==> src/hw/rtl/refrigeration_defrost_controller_top_assert.svh <==
// Assertion macros for the defrost controller top level.
`ifndef REFRIGERATION_DEFROST_CONTROLLER_TOP_ASSERT_SVH
`define REFRIGERATION_DEFROST_CONTROLLER_TOP_ASSERT_SVH

// Consequent checked in the same cycle as the antecedent.
`define RDC_ASSERT_SAME(lbl, ante, cons, msg) \
  lbl: assert property (@(posedge clk) disable iff (rst) (ante) |-> (cons)) \
    else $error(msg);

// Consequent checked in the cycle after the antecedent.
`define RDC_ASSERT_NEXT(lbl, ante, cons, msg) \
  lbl: assert property (@(posedge clk) disable iff (rst) (ante) |=> (cons)) \
    else $error(msg);

`endif

==> src/hw/rtl/rdc_pkg.sv <==
package rdc_pkg;

  localparam logic [31:0] STARTUP_WAIT_MS  = 32'd30000;
  localparam logic [31:0] DEFROST_LIMIT_MS = 32'd1800000;

  // Fixed temperature thresholds, 1/16 degree C
  localparam logic signed [11:0] BACKUP_START_T = -12'sd80;
  localparam logic signed [11:0] BACKUP_STOP_T  = -12'sd240;
  localparam logic signed [12:0] DEMAND_DIFF_T  = 13'sd240;
  localparam logic signed [13:0] LOW_ALARM_T    = 14'sd80;

  // Backup duty cycle: 30 min period, compressor on in the first 15 min.
  // The on half is 900000 ms = 28125 << 5, so the phase is the parity of
  // floor((d >> 5) / 28125), taken by an exact reciprocal multiply.
  localparam int BACKUP_PHASE_SHIFT = 5;
  localparam int BACKUP_RECIP_W     = 28;
  localparam int BACKUP_RECIP_SHIFT = 42;
  localparam logic [BACKUP_RECIP_W-1:0] BACKUP_RECIP = 28'd156374988;

  // Configuration reset values
  localparam logic signed [11:0] SETPOINT_RST         = 12'sd64;
  localparam logic [10:0]        HYSTERESIS_RST       = 11'd32;
  localparam logic [10:0]        ALARM_MARGIN_RST     = 11'd160;
  localparam logic signed [11:0] DEFROST_END_TEMP_RST = 12'sd160;
  localparam logic               DEFROST_KIND_RST     = 1'b0;
  localparam logic [31:0]        MIN_OFF_MS_RST       = 32'd180000;
  localparam logic [31:0]        MIN_ON_MS_RST        = 32'd120000;
  localparam logic [31:0]        DEFROST_INTERVAL_RST = 32'd21600000;

  localparam int CFG_INDEX_W = 3;

  localparam logic [1:0] FAULT_NONE = 2'd0;
  localparam logic [1:0] FAULT_LINK = 2'd1;
  localparam logic [1:0] FAULT_COMP = 2'd2;

  localparam logic DEFROST_HOT_GAS = 1'b0;
  localparam logic DEFROST_HEATER  = 1'b1;

  typedef enum logic [CFG_INDEX_W-1:0] {
    CFG_SETPOINT,
    CFG_HYSTERESIS,
    CFG_ALARM_MARGIN,
    CFG_DEFROST_END_TEMP,
    CFG_DEFROST_KIND,
    CFG_MIN_OFF_MS,
    CFG_MIN_ON_MS,
    CFG_DEFROST_INTERVAL
  } cfg_idx_t;

  typedef enum logic [2:0] {
    MODE_STARTUP,
    MODE_COOLING,
    MODE_OFFDELAY,
    MODE_DEFROST,
    MODE_ALARM,
    MODE_SAFE,
    MODE_BACKUP
  } mode_t;

  typedef enum logic [2:0] {
    STAT_STARTUP,
    STAT_NORMAL,
    STAT_DEFROST,
    STAT_ALARM,
    STAT_FAULT
  } status_t;

  typedef enum logic [2:0] {
    ALM_NONE,
    ALM_HIGH,
    ALM_LOW,
    ALM_HIGH_SIL,
    ALM_LOW_SIL
  } alarm_t;

  typedef struct packed {
    logic buzzer;
    logic heater;
    logic hot_gas;
    logic fan;
    logic compressor;
  } relays_t;

  typedef struct packed {
    logic [31:0]        now_ms;
    logic signed [11:0] cabin_reading;
    logic               cabin_ok;
    logic signed [11:0] evap_reading;
    logic               evap_ok;
    logic [1:0]         fault_code;
    logic               defrost_request;
    logic               alarm_ack;
  } tick_t;

  typedef struct packed {
    logic       compressor_on;
    logic       fan_on;
    logic       hot_gas_on;
    logic       heater_on;
    logic       buzzer_on;
    logic [2:0] mode;
    logic [2:0] system_status;
    logic [2:0] alarm_status;
    logic       defrosting;
  } result_t;

endpackage

==> src/hw/rtl/rdc_if.sv <==
interface rdc_tick_if;
  logic           valid;
  logic           ready;
  rdc_pkg::tick_t data;

  modport source (output valid, output data, input ready);
  modport sink (input valid, input data, output ready);
endinterface

interface rdc_result_if;
  logic             valid;
  logic             ready;
  rdc_pkg::result_t data;

  modport source (output valid, output data, input ready);
  modport sink (input valid, input data, output ready);
endinterface

interface rdc_cfg_if;
  logic                            valid;
  logic                            ready;
  logic [rdc_pkg::CFG_INDEX_W-1:0] index;
  logic [31:0]                     data;

  modport source (output valid, output index, output data, input ready);
  modport sink (input valid, input index, input data, output ready);
endinterface

==> src/hw/rtl/refrigeration_defrost_controller_top.sv <==
// An accepted item passes the input register and then the result register on its way to the result.
// Throughput: one item per cycle while result.ready holds; the whole controller step is one pass of compare/select
// logic plus one 27x28 multiply for the backup duty-cycle phase.
// A new item is taken while a finished result waits, until both registers are full.
// Reset (rst, synchronous, active high) empties both registers, puts the controller in
// startup with all relays off and no alarm, and loads the configuration defaults.
`include "refrigeration_defrost_controller_top_assert.svh"

module refrigeration_defrost_controller_top import rdc_pkg::*; (
  input logic          clk,
  input logic          rst,
  rdc_tick_if.sink     tick,
  rdc_result_if.source result,
  rdc_cfg_if.sink      cfg
);

  // Configuration registers
  logic signed [11:0] cfg_setpoint;
  logic [10:0]        cfg_hysteresis;
  logic [10:0]        cfg_alarm_margin;
  logic signed [11:0] cfg_defrost_end_temp;
  logic               cfg_defrost_kind;
  logic [31:0]        cfg_min_off_ms;
  logic [31:0]        cfg_min_on_ms;
  logic [31:0]        cfg_defrost_interval;

  // Pipeline
  logic    s1_valid;
  tick_t   s1;
  logic    res_valid;
  result_t res_data;
  result_t res_next;
  logic    res_load;
  logic    step;

  // Controller state
  mode_t       mode, mode_next;
  logic [31:0] mode_entry_ms, mode_entry_next;
  logic [31:0] last_defrost_ms, last_defrost_next;
  logic [31:0] defrost_start_ms, defrost_start_next;
  logic [31:0] comp_on_ms, comp_on_next;
  logic [31:0] comp_off_ms, comp_off_next;
  logic        comp_on_valid, comp_on_valid_next;
  logic        comp_off_valid, comp_off_valid_next;
  alarm_t      alarm, alarm_next;
  relays_t     relays, relays_next;
  status_t     status, status_next;
  logic        defrost_flag, defrost_flag_next;
  logic        running;

  // Derived terms
  logic [31:0]        since_entry;
  logic [31:0]        since_defrost;
  logic [31:0]        since_on;
  logic [31:0]        since_off;
  logic [31-BACKUP_PHASE_SHIFT:0] since_entry_hi;
  logic [31-BACKUP_PHASE_SHIFT+BACKUP_RECIP_W:0] phase_prod;
  logic               backup_on_phase;
  logic signed [13:0] cabin_x;
  logic signed [13:0] sp_x;
  logic signed [13:0] hyst_x;
  logic signed [13:0] margin_x;
  logic signed [12:0] cabin_evap_diff;
  logic               want_cool;
  logic               alarm_high;
  logic               alarm_low;
  logic               demand_defrost;
  logic               crit_fault;

  // Handshake
  assign res_load   = !res_valid || result.ready;
  assign step       = s1_valid && res_load;
  assign tick.ready = !s1_valid || step;
  assign cfg.ready  = 1'b1;
  assign result.valid = res_valid;
  assign result.data  = res_data;

  always_ff @(posedge clk) begin
    if (rst) begin
      s1_valid <= 1'b0;
    end else if (tick.ready) begin
      s1_valid <= tick.valid;
    end
  end

  always_ff @(posedge clk) begin
    if (tick.valid && tick.ready) begin
      s1 <= tick.data;
    end
  end

  always_ff @(posedge clk) begin
    if (rst) begin
      res_valid <= 1'b0;
    end else if (res_load) begin
      res_valid <= s1_valid;
    end
  end

  always_ff @(posedge clk) begin
    if (step) begin
      res_data <= res_next;
    end
  end

  // Configuration writes
  always_ff @(posedge clk) begin
    if (rst) begin
      cfg_setpoint         <= SETPOINT_RST;
      cfg_hysteresis       <= HYSTERESIS_RST;
      cfg_alarm_margin     <= ALARM_MARGIN_RST;
      cfg_defrost_end_temp <= DEFROST_END_TEMP_RST;
      cfg_defrost_kind     <= DEFROST_KIND_RST;
      cfg_min_off_ms       <= MIN_OFF_MS_RST;
      cfg_min_on_ms        <= MIN_ON_MS_RST;
      cfg_defrost_interval <= DEFROST_INTERVAL_RST;
    end else if (cfg.valid) begin
      unique case (cfg_idx_t'(cfg.index))
        CFG_SETPOINT:         cfg_setpoint         <= cfg.data[11:0];
        CFG_HYSTERESIS:       cfg_hysteresis       <= cfg.data[10:0];
        CFG_ALARM_MARGIN:     cfg_alarm_margin     <= cfg.data[10:0];
        CFG_DEFROST_END_TEMP: cfg_defrost_end_temp <= cfg.data[11:0];
        CFG_DEFROST_KIND:     cfg_defrost_kind     <= cfg.data[0];
        CFG_MIN_OFF_MS:       cfg_min_off_ms       <= cfg.data;
        CFG_MIN_ON_MS:        cfg_min_on_ms        <= cfg.data;
        CFG_DEFROST_INTERVAL: cfg_defrost_interval <= cfg.data;
      endcase
    end
  end

  assign since_entry   = s1.now_ms - mode_entry_ms;
  assign since_defrost = s1.now_ms - last_defrost_ms;
  assign since_on      = s1.now_ms - comp_on_ms;
  assign since_off     = s1.now_ms - comp_off_ms;

  // Even quotient by the on time means the first half of the period
  assign since_entry_hi  = since_entry[31:BACKUP_PHASE_SHIFT];
  assign phase_prod      = since_entry_hi * BACKUP_RECIP;
  assign backup_on_phase = !phase_prod[BACKUP_RECIP_SHIFT];

  assign cabin_x         = 14'(s1.cabin_reading);
  assign sp_x            = 14'(cfg_setpoint);
  assign hyst_x          = {3'b000, cfg_hysteresis};
  assign margin_x        = {3'b000, cfg_alarm_margin};
  assign cabin_evap_diff = 13'(s1.cabin_reading) - 13'(s1.evap_reading);
  assign want_cool       = cabin_x > (sp_x + hyst_x);
  assign alarm_high      = cabin_x > (sp_x + margin_x);
  assign alarm_low       = cabin_x < (sp_x - LOW_ALARM_T);
  assign demand_defrost  = s1.evap_ok && (cabin_evap_diff > DEMAND_DIFF_T);
  assign crit_fault      = (s1.fault_code == FAULT_LINK) || (s1.fault_code == FAULT_COMP);

  // One controller step
  always_comb begin
    mode_next           = mode;
    mode_entry_next     = mode_entry_ms;
    last_defrost_next   = last_defrost_ms;
    defrost_start_next  = defrost_start_ms;
    comp_on_next        = comp_on_ms;
    comp_off_next       = comp_off_ms;
    comp_on_valid_next  = comp_on_valid;
    comp_off_valid_next = comp_off_valid;
    alarm_next          = alarm;
    relays_next         = relays;
    status_next         = status;
    defrost_flag_next   = defrost_flag;
    running             = relays.compressor;

    // Acknowledge comes first
    if (s1.alarm_ack) begin
      if (alarm_next == ALM_HIGH) begin
        alarm_next         = ALM_HIGH_SIL;
        relays_next.buzzer = 1'b0;
      end else if (alarm_next == ALM_LOW) begin
        alarm_next         = ALM_LOW_SIL;
        relays_next.buzzer = 1'b0;
      end
    end

    if (crit_fault) begin
      // Shut everything; status, alarm and defrost flag hold
      if (mode_next != MODE_SAFE) begin
        mode_next       = MODE_SAFE;
        mode_entry_next = s1.now_ms;
      end
      relays_next = '0;
    end else begin
      if (s1.defrost_request && mode_next != MODE_DEFROST) begin
        relays_next.compressor = 1'b0;
        relays_next.fan        = 1'b0;
        comp_off_next          = s1.now_ms;
        comp_off_valid_next    = 1'b1;
        if (cfg_defrost_kind == DEFROST_HEATER) begin
          relays_next.heater = 1'b1;
        end else begin
          relays_next.hot_gas = 1'b1;
        end
        defrost_start_next = s1.now_ms;
        last_defrost_next  = s1.now_ms;
        defrost_flag_next  = 1'b1;
        mode_next          = MODE_DEFROST;
        mode_entry_next    = s1.now_ms;
      end

      running = relays_next.compressor;

      unique case (mode_next)
        MODE_STARTUP: begin
          if (since_entry > STARTUP_WAIT_MS) begin
            mode_next       = s1.cabin_ok ? MODE_COOLING : MODE_BACKUP;
            mode_entry_next = s1.now_ms;
          end
        end
        MODE_COOLING: begin
          if (since_defrost > cfg_defrost_interval || demand_defrost) begin
            // Automatic defrost is always hot gas
            relays_next.compressor = 1'b0;
            relays_next.fan        = 1'b0;
            relays_next.hot_gas    = 1'b1;
            comp_off_next          = s1.now_ms;
            comp_off_valid_next    = 1'b1;
            defrost_start_next     = s1.now_ms;
            last_defrost_next      = s1.now_ms;
            defrost_flag_next      = 1'b1;
            mode_next              = MODE_DEFROST;
            mode_entry_next        = s1.now_ms;
          end else if (!s1.cabin_ok) begin
            mode_next       = MODE_BACKUP;
            mode_entry_next = s1.now_ms;
          end else if (want_cool && !running) begin
            if (!comp_off_valid || since_off > cfg_min_off_ms) begin
              relays_next.compressor = 1'b1;
              relays_next.fan        = 1'b1;
              comp_on_next           = s1.now_ms;
              comp_on_valid_next     = 1'b1;
            end
          end else if (s1.cabin_reading <= cfg_setpoint && running) begin
            if (comp_on_valid && since_on > cfg_min_on_ms) begin
              relays_next.compressor = 1'b0;
              relays_next.fan        = 1'b0;
              comp_off_next          = s1.now_ms;
              comp_off_valid_next    = 1'b1;
              mode_next              = MODE_OFFDELAY;
              mode_entry_next        = s1.now_ms;
            end
          end
        end
        MODE_OFFDELAY: begin
          if (since_entry > cfg_min_off_ms) begin
            mode_next       = MODE_COOLING;
            mode_entry_next = s1.now_ms;
          end
        end
        MODE_DEFROST: begin
          relays_next.fan = 1'b1;
          if ((s1.now_ms - defrost_start_next) > DEFROST_LIMIT_MS ||
              (s1.evap_ok && s1.evap_reading >= cfg_defrost_end_temp)) begin
            // Heaters off, fan left running
            relays_next.hot_gas = 1'b0;
            relays_next.heater  = 1'b0;
            defrost_flag_next   = 1'b0;
            mode_next           = MODE_COOLING;
            mode_entry_next     = s1.now_ms;
          end
        end
        MODE_ALARM: begin
          if (!alarm_high && !alarm_low) begin
            alarm_next      = ALM_NONE;
            mode_next       = MODE_COOLING;
            mode_entry_next = s1.now_ms;
          end
        end
        MODE_SAFE: begin
          relays_next = '0;
          if (s1.fault_code == FAULT_NONE) begin
            mode_next       = MODE_COOLING;
            mode_entry_next = s1.now_ms;
          end
        end
        default: begin
          // Backup: evaporator thermostat, else fixed duty cycle
          if (s1.evap_ok) begin
            if (s1.evap_reading > BACKUP_START_T && !running) begin
              relays_next.compressor = 1'b1;
              relays_next.fan        = 1'b1;
              comp_on_next           = s1.now_ms;
              comp_on_valid_next     = 1'b1;
            end else if (s1.evap_reading < BACKUP_STOP_T && running) begin
              relays_next.compressor = 1'b0;
              relays_next.fan        = 1'b0;
              comp_off_next          = s1.now_ms;
              comp_off_valid_next    = 1'b1;
            end
          end else begin
            if (backup_on_phase && !running) begin
              relays_next.compressor = 1'b1;
              relays_next.fan        = 1'b1;
              comp_on_next           = s1.now_ms;
              comp_on_valid_next     = 1'b1;
            end else if (!backup_on_phase && running) begin
              relays_next.compressor = 1'b0;
              relays_next.fan        = 1'b0;
              comp_off_next          = s1.now_ms;
              comp_off_valid_next    = 1'b1;
            end
          end
          if (s1.cabin_ok) begin
            mode_next       = MODE_COOLING;
            mode_entry_next = s1.now_ms;
          end
        end
      endcase

      // Raise a new alarm from any mode, other relays kept
      if (alarm_high) begin
        if (alarm_next == ALM_NONE) begin
          alarm_next         = ALM_HIGH;
          relays_next.buzzer = 1'b1;
          if (mode_next != MODE_ALARM) begin
            mode_next       = MODE_ALARM;
            mode_entry_next = s1.now_ms;
          end
        end
      end else if (alarm_low) begin
        if (alarm_next == ALM_NONE) begin
          alarm_next         = ALM_LOW;
          relays_next.buzzer = 1'b1;
          if (mode_next != MODE_ALARM) begin
            mode_next       = MODE_ALARM;
            mode_entry_next = s1.now_ms;
          end
        end
      end

      unique case (mode_next)
        MODE_STARTUP:          status_next = STAT_STARTUP;
        MODE_DEFROST:          status_next = STAT_DEFROST;
        MODE_ALARM:            status_next = STAT_ALARM;
        MODE_SAFE, MODE_BACKUP: status_next = STAT_FAULT;
        default:               status_next = STAT_NORMAL;
      endcase
    end

    res_next.compressor_on = relays_next.compressor;
    res_next.fan_on        = relays_next.fan;
    res_next.hot_gas_on    = relays_next.hot_gas;
    res_next.heater_on     = relays_next.heater;
    res_next.buzzer_on     = relays_next.buzzer;
    res_next.mode          = mode_next;
    res_next.system_status = status_next;
    res_next.alarm_status  = alarm_next;
    res_next.defrosting    = defrost_flag_next;
  end

  always_ff @(posedge clk) begin
    if (rst) begin
      mode             <= MODE_STARTUP;
      mode_entry_ms    <= '0;
      last_defrost_ms  <= '0;
      defrost_start_ms <= '0;
      comp_on_ms       <= '0;
      comp_off_ms      <= '0;
      comp_on_valid    <= 1'b0;
      comp_off_valid   <= 1'b0;
      alarm            <= ALM_NONE;
      relays           <= '0;
      status           <= STAT_STARTUP;
      defrost_flag     <= 1'b0;
    end else if (step) begin
      mode             <= mode_next;
      mode_entry_ms    <= mode_entry_next;
      last_defrost_ms  <= last_defrost_next;
      defrost_start_ms <= defrost_start_next;
      comp_on_ms       <= comp_on_next;
      comp_off_ms      <= comp_off_next;
      comp_on_valid    <= comp_on_valid_next;
      comp_off_valid   <= comp_off_valid_next;
      alarm            <= alarm_next;
      relays           <= relays_next;
      status           <= status_next;
      defrost_flag     <= defrost_flag_next;
    end
  end

  `RDC_ASSERT_SAME(a_safe_relays_off, mode == MODE_SAFE, relays == '0, "relay on in safe mode")
  `RDC_ASSERT_SAME(a_defrost_flagged, mode == MODE_DEFROST, defrost_flag, "defrost without flag")
  `RDC_ASSERT_NEXT(a_state_holds, !step, $stable(mode) && $stable(relays) && $stable(alarm),
                   "state moved without a step")
  `RDC_ASSERT_SAME(a_full_stall, s1_valid && res_valid && !result.ready, !tick.ready,
                   "tick taken with both registers full")

endmodule

==> src/flat_wrapper.sv <==
// flat-port wrapper written by rule: the top's interface ports become plain ports
module refrigeration_defrost_controller_top_flat import rdc_pkg::*;
  (clk, rst, tick_valid, tick_data, tick_ready, result_valid, result_data, result_ready, cfg_valid, cfg_index, cfg_data, cfg_ready);
  rdc_tick_if tick_i ();
  rdc_result_if result_i ();
  rdc_cfg_if cfg_i ();
  input logic clk;
  input logic rst;
  input wire logic [$bits(tick_i.valid)-1:0] tick_valid;
  input wire logic [$bits(tick_i.data)-1:0] tick_data;
  output wire logic [$bits(tick_i.ready)-1:0] tick_ready;
  output wire logic [$bits(result_i.valid)-1:0] result_valid;
  output wire logic [$bits(result_i.data)-1:0] result_data;
  input wire logic [$bits(result_i.ready)-1:0] result_ready;
  input wire logic [$bits(cfg_i.valid)-1:0] cfg_valid;
  input wire logic [$bits(cfg_i.index)-1:0] cfg_index;
  input wire logic [$bits(cfg_i.data)-1:0] cfg_data;
  output wire logic [$bits(cfg_i.ready)-1:0] cfg_ready;
  assign tick_i.valid = tick_valid;
  assign tick_i.data = tick_data;
  assign tick_ready = tick_i.ready;
  assign result_valid = result_i.valid;
  assign result_data = result_i.data;
  assign result_i.ready = result_ready;
  assign cfg_i.valid = cfg_valid;
  assign cfg_i.index = cfg_index;
  assign cfg_i.data = cfg_data;
  assign cfg_ready = cfg_i.ready;
  refrigeration_defrost_controller_top u_core (.clk(clk), .rst(rst), .tick(tick_i), .result(result_i), .cfg(cfg_i));
endmodule
==> config.mk <==
export PLATFORM = sky130hd
export DESIGN_NAME = refrigeration_defrost_controller_top_flat
export DESIGN_NICKNAME = d
export VERILOG_FILES = /design/src/hw/rtl/rdc_pkg.sv /design/src/hw/rtl/rdc_if.sv /design/src/hw/rtl/refrigeration_defrost_controller_top.sv /design/src/flat_wrapper.sv
export VERILOG_INCLUDE_DIRS = /design/src /design/src/hw/rtl
export SDC_FILE = /design/constraint.sdc
export NUM_CORES = 2
export LEC_CHECK = 0
export BUFFER_PORTS_ARGS = -buffer_cell sky130_fd_sc_hd__buf_2
export CORE_UTILIZATION = 60
export DETAILED_ROUTE_END_ITERATION = 8
export PLACE_DENSITY = 0.77
export SYNTH_ARGS = -nofsm -noshare
export SYNTH_HDL_FRONTEND = slang
export SYNTH_SLANG_ARGS = --single-unit
==> constraint.sdc <==
create_clock -name clk -period 12.3 [get_ports clk]
set_input_delay 1.23 -clock clk [delete_from_list [all_inputs] [get_ports clk]]
set_output_delay 1.23 -clock clk [all_outputs]
set_load 0.03 [all_outputs]
==> out/qor.txt <==
Result of the run: finished clean
Number of max-slew violations in the final report: 0
Sum of negative setup slack: 0 ns
Violation count after the first detailed-route iteration: 3088
Maximum capacitance violations: 0
Height of the die: 260 microns
Io pins: 120
Fraction of final layout cells sized beyond drive strength 1: 6.74%
Warnings, synthesis: 0
DRC violation count after routing: 0
Buffer depth of the longest clock path: 3
Overall die area: 67400 sq um
Fraction of the yosys area taken by sequential cells: 22.0%
Unrepaired setup endpoints after global routing: false
Clock transition at the registers of the reported paths: 0.06 ns
Number of buffers inserted for hold repair after clock tree synthesis: 0
Hold_sp: u_core.comp_on_valid$_SDFFE_PP0P_
Number of buffers inserted by post-CTS setup repair: 0
Area fraction of the dominant cell type after synthesis: 19.4%
Vias post-DR: 34500
Setup crit end kind: register
Slowest library cell on the worst path: o41ai_1
Sum of routed wire length over all layers: 117 mm
Max frequency: 89.8 MHz
Post-Synthesis Cell Area: 39800 sq um
CTS Sinks: 399
GRT Util Overall: 34.8%
Critical path data arrival time: 11.57 ns
Top flip-flop cell by instance count after synthesis: dfxtp_1
Clock root buffer: clkbuf_16
Count of final setup violators: 0
Vias in the first global route: 33500
Unique cell type count in the Yosys netlist: 106
Final antenna-violating net count: 0
Critical path required time: 12.74 ns
Worst slew margin: 19.0%
Initial antenna violation count: 7
Wire length of the first global-routing pass: 183 mm
Layout Area Growth over Synthesis: 8.04%
Type of the tightest min-delay check: register to register
Total global routing overflow: 0
Startpoint kind of the worst setup timing path: register
Worst reg2reg setup slack: 1.17 ns
Number of synthesized flops with an enable pin: 77
Clk_lat worst skew: 0.59 ns
Core Area: 65700 sq um
Number of hold-slack violations in the final timing report: 0
TritonCTS buffer count: 44
Detail-routed net length per standard cell: 20.4 microns
Vias per cell: 5.99
Time the final worst path needs with I/O delays and setup: 11.13 ns
Cts repair resizes: 0
Clock tree from TritonCTS: yes
Largest net degree at the start of global routing: 108
Cell taking the most area after synthesis: ha_1
Initial Utilization: 60.6%
Synthesized net count: 5694
Worst R2R Start: u_core.s1[45]$_DFFE_PP_
Slew @ Worst Pin: 1.21 ns
Final weighted congestion in routability-driven placement: 0.983
Count of state elements after synthesis: 399
Post-Syn Instances: 4743
DRT Pass-1 Iters: 6
DIE WIDTH: 260 microns
H-tree level count: 2
Total Nets Final: 5799
Total number of placement rows: 94
Worst-case clock skew: 0.0200 ns
Mean area per synthesized cell: 8.39 sq um
Synth async-reset ratio: 0%
Count of input and output buffers: 118
Tcrit/Tclk final: 90.5%
Largest stage delay on the critical path: 0.68 ns
Maximum fanout count along the critical path: 23
Detailed Place HPWL: 92.3 mm
Critical Path Start: u_core.s1[45]$_DFFE_PP_
WS Path Type: register to register
Cell types with the largest area share after synthesis: ha_1 (19%), dfxtp_1 (16%), fa_1 (12%)
==> synth_stat cells, types with 14 or more instances <==
| cell | n |
|---|---|
| mux2i_1 | 105 |
| buf_2 | 14 |
| nor2_1 | 301 |
| o31ai_1 | 28 |
| fa_1 | 233 |
| a31oi_1 | 44 |
| dfxtp_1 | 322 |
| edfxtp_1 | 77 |
| nand2b_1 | 36 |
| and2_1 | 14 |
| a211oi_1 | 29 |
| ha_1 | 616 |
| xnor2_1 | 131 |
| a2111oi_0 | 14 |
| nand4_1 | 47 |
| a21o_1 | 105 |
| a21oi_1 | 419 |
| nand2_1 | 538 |
| and3_1 | 19 |
| o21a_1 | 40 |
| clkbuf_1 | 114 |
| o211ai_1 | 58 |
| nor3_1 | 65 |
| or3_1 | 32 |
| o21bai_1 | 28 |
| inv_1 | 726 |
| xor2_1 | 58 |
| o21ai_0 | 140 |
| a221oi_1 | 24 |
| nand3_1 | 63 |
| a21boi_0 | 16 |
| nor2b_1 | 48 |
==> cell type report <==
cell class                      count  area, sq um
Multi-Input combinational cell   3473        27800
Fill cell                        5576        22700
Sequential cell                   399         8760
Inverter                          730         2740
Clock buffer                       64         1310
Timing Repair Buffer              200         1210
Tap cell                          864         1080
Clock inverter                     18          126
Antenna cell                        4         10.0
==> logic make-up (layout without fill, tap and decap cells) <==
family / count (synthesis) / in the layout / synth area share (%)
compound gates: 1085 / 1085 / 17.4
xor+xnor: 194 / 194 / 4.38
fa+ha+maj: 849 / 849 / 31.1
buf+inv: 871 / 1012 / 8.35
flops: 399 / 399 / 22.0
mux: 110 / 110 / 2.78
other cells: 1 / 5 / 0.00942
simple gates: 1234 / 1234 / 14.0
==> per-stage QoR <==
| stage | std cells | area (sq um) | worst slack (ns) | util (%) | hold slack [ns] |
|---|---|---|---|---|---|
| 2_1_floorplan | 4743 | 39800 | 2.71 | - | 0.426 |
| 3_3_place_gp | 5666 | 41600 | 1.64 | 63.2 | 0.439 |
| 3_5_place_dp | 5666 | 41600 | 1.30 | 63.2 | 0.444 |
| 4_1_cts | 5748 | 43000 | 1.24 | 65.4 | 0.453 |
| 5_1_grt | 5751 | 43000 | 0.447 | 65.4 | 0.465 |
| 6_report | 5752 | 43000 | 1.17 | 65.4 | 0.453 |
==> registers in the layout, summed over array words and instances (netlist names), 3 cells and up <==
signal	cells
u_core.cfg_min_on_ms	32
u_core.mode_entry_ms	32
u_core.comp_on_ms	32
u_core.s1	50
u_core.mode	3
u_core.cfg_setpoint	12
u_core.cfg_defrost_end_temp	12
u_core.cfg_alarm_margin	11
u_core.defrost_start_ms	32
u_core.result.data	15
u_core.relays	5
u_core.last_defrost_ms	32
u_core.cfg_defrost_interval	32
u_core.comp_off_ms	32
u_core.cfg_hysteresis	11
u_core.cabin_x	12
u_core.alarm	3
u_core.status	3
u_core.cfg_min_off_ms	32
==> worst max-delay path: cells and delay by family, from the launching register on <==
kind | cells | cell delay (ns)
mux | 1 | 0.27
xor+xnor | 5 | 1.43
simple gates | 7 | 1.24
flops | 1 | 0.36
buf+inv | 8 | 1.28
compound gates | 9 | 2.58
fa+ha+maj | 9 | 3.81
==> final timing paths <==
path | cells past startpoint | to
max | 39 | u_core.comp_off_ms[14]$_SDFFE_PP0P_
min | 2 | u_core.comp_on_valid$_SDFFE_PP0P_
max reg2reg | 39 | u_core.comp_off_ms[14]$_SDFFE_PP0P_
min reg2reg | 2 | u_core.comp_on_valid$_SDFFE_PP0P_
==> cell usage in the layout, fill, tap and decap left out, types with 24 or more instances in the layout <==
master     instances
nor2b_1           48
clkbuf_16         48
buf_4             82
a31oi_1           44
a211oi_1          29
buf_2            117
nand2b_1          36
o21bai_1          28
nand2_1          537
nor2_1           298
nand4_1           47
a21o_1           105
ha_1             616
nor3_1            65
xnor2_1          131
o21a_1            40
o21ai_0          139
nand3_1           63
mux2i_1          105
a21oi_1          418
a221oi_1          24
inv_1            725
xor2_1            58
o31ai_1           28
or3_1             32
o211ai_1          58
dfxtp_1          322
fa_1             233
edfxtp_1          77
==> per-layer routing <==
layer	GRT usage (%)	up-vias	part of all wire (%)	routed length, microns
li1	-	16400	-	-
met1	45.2	16400	42	48700
met2	56.6	1366	45	53000
met3	5.68	297	8.1	9470
met4	16.4	4	5.1	6000
met5	0	-	0.029	34
Power is not shown: default switching activity piles up to over one toggle a cycle in this logic, so the estimate is an artifact.
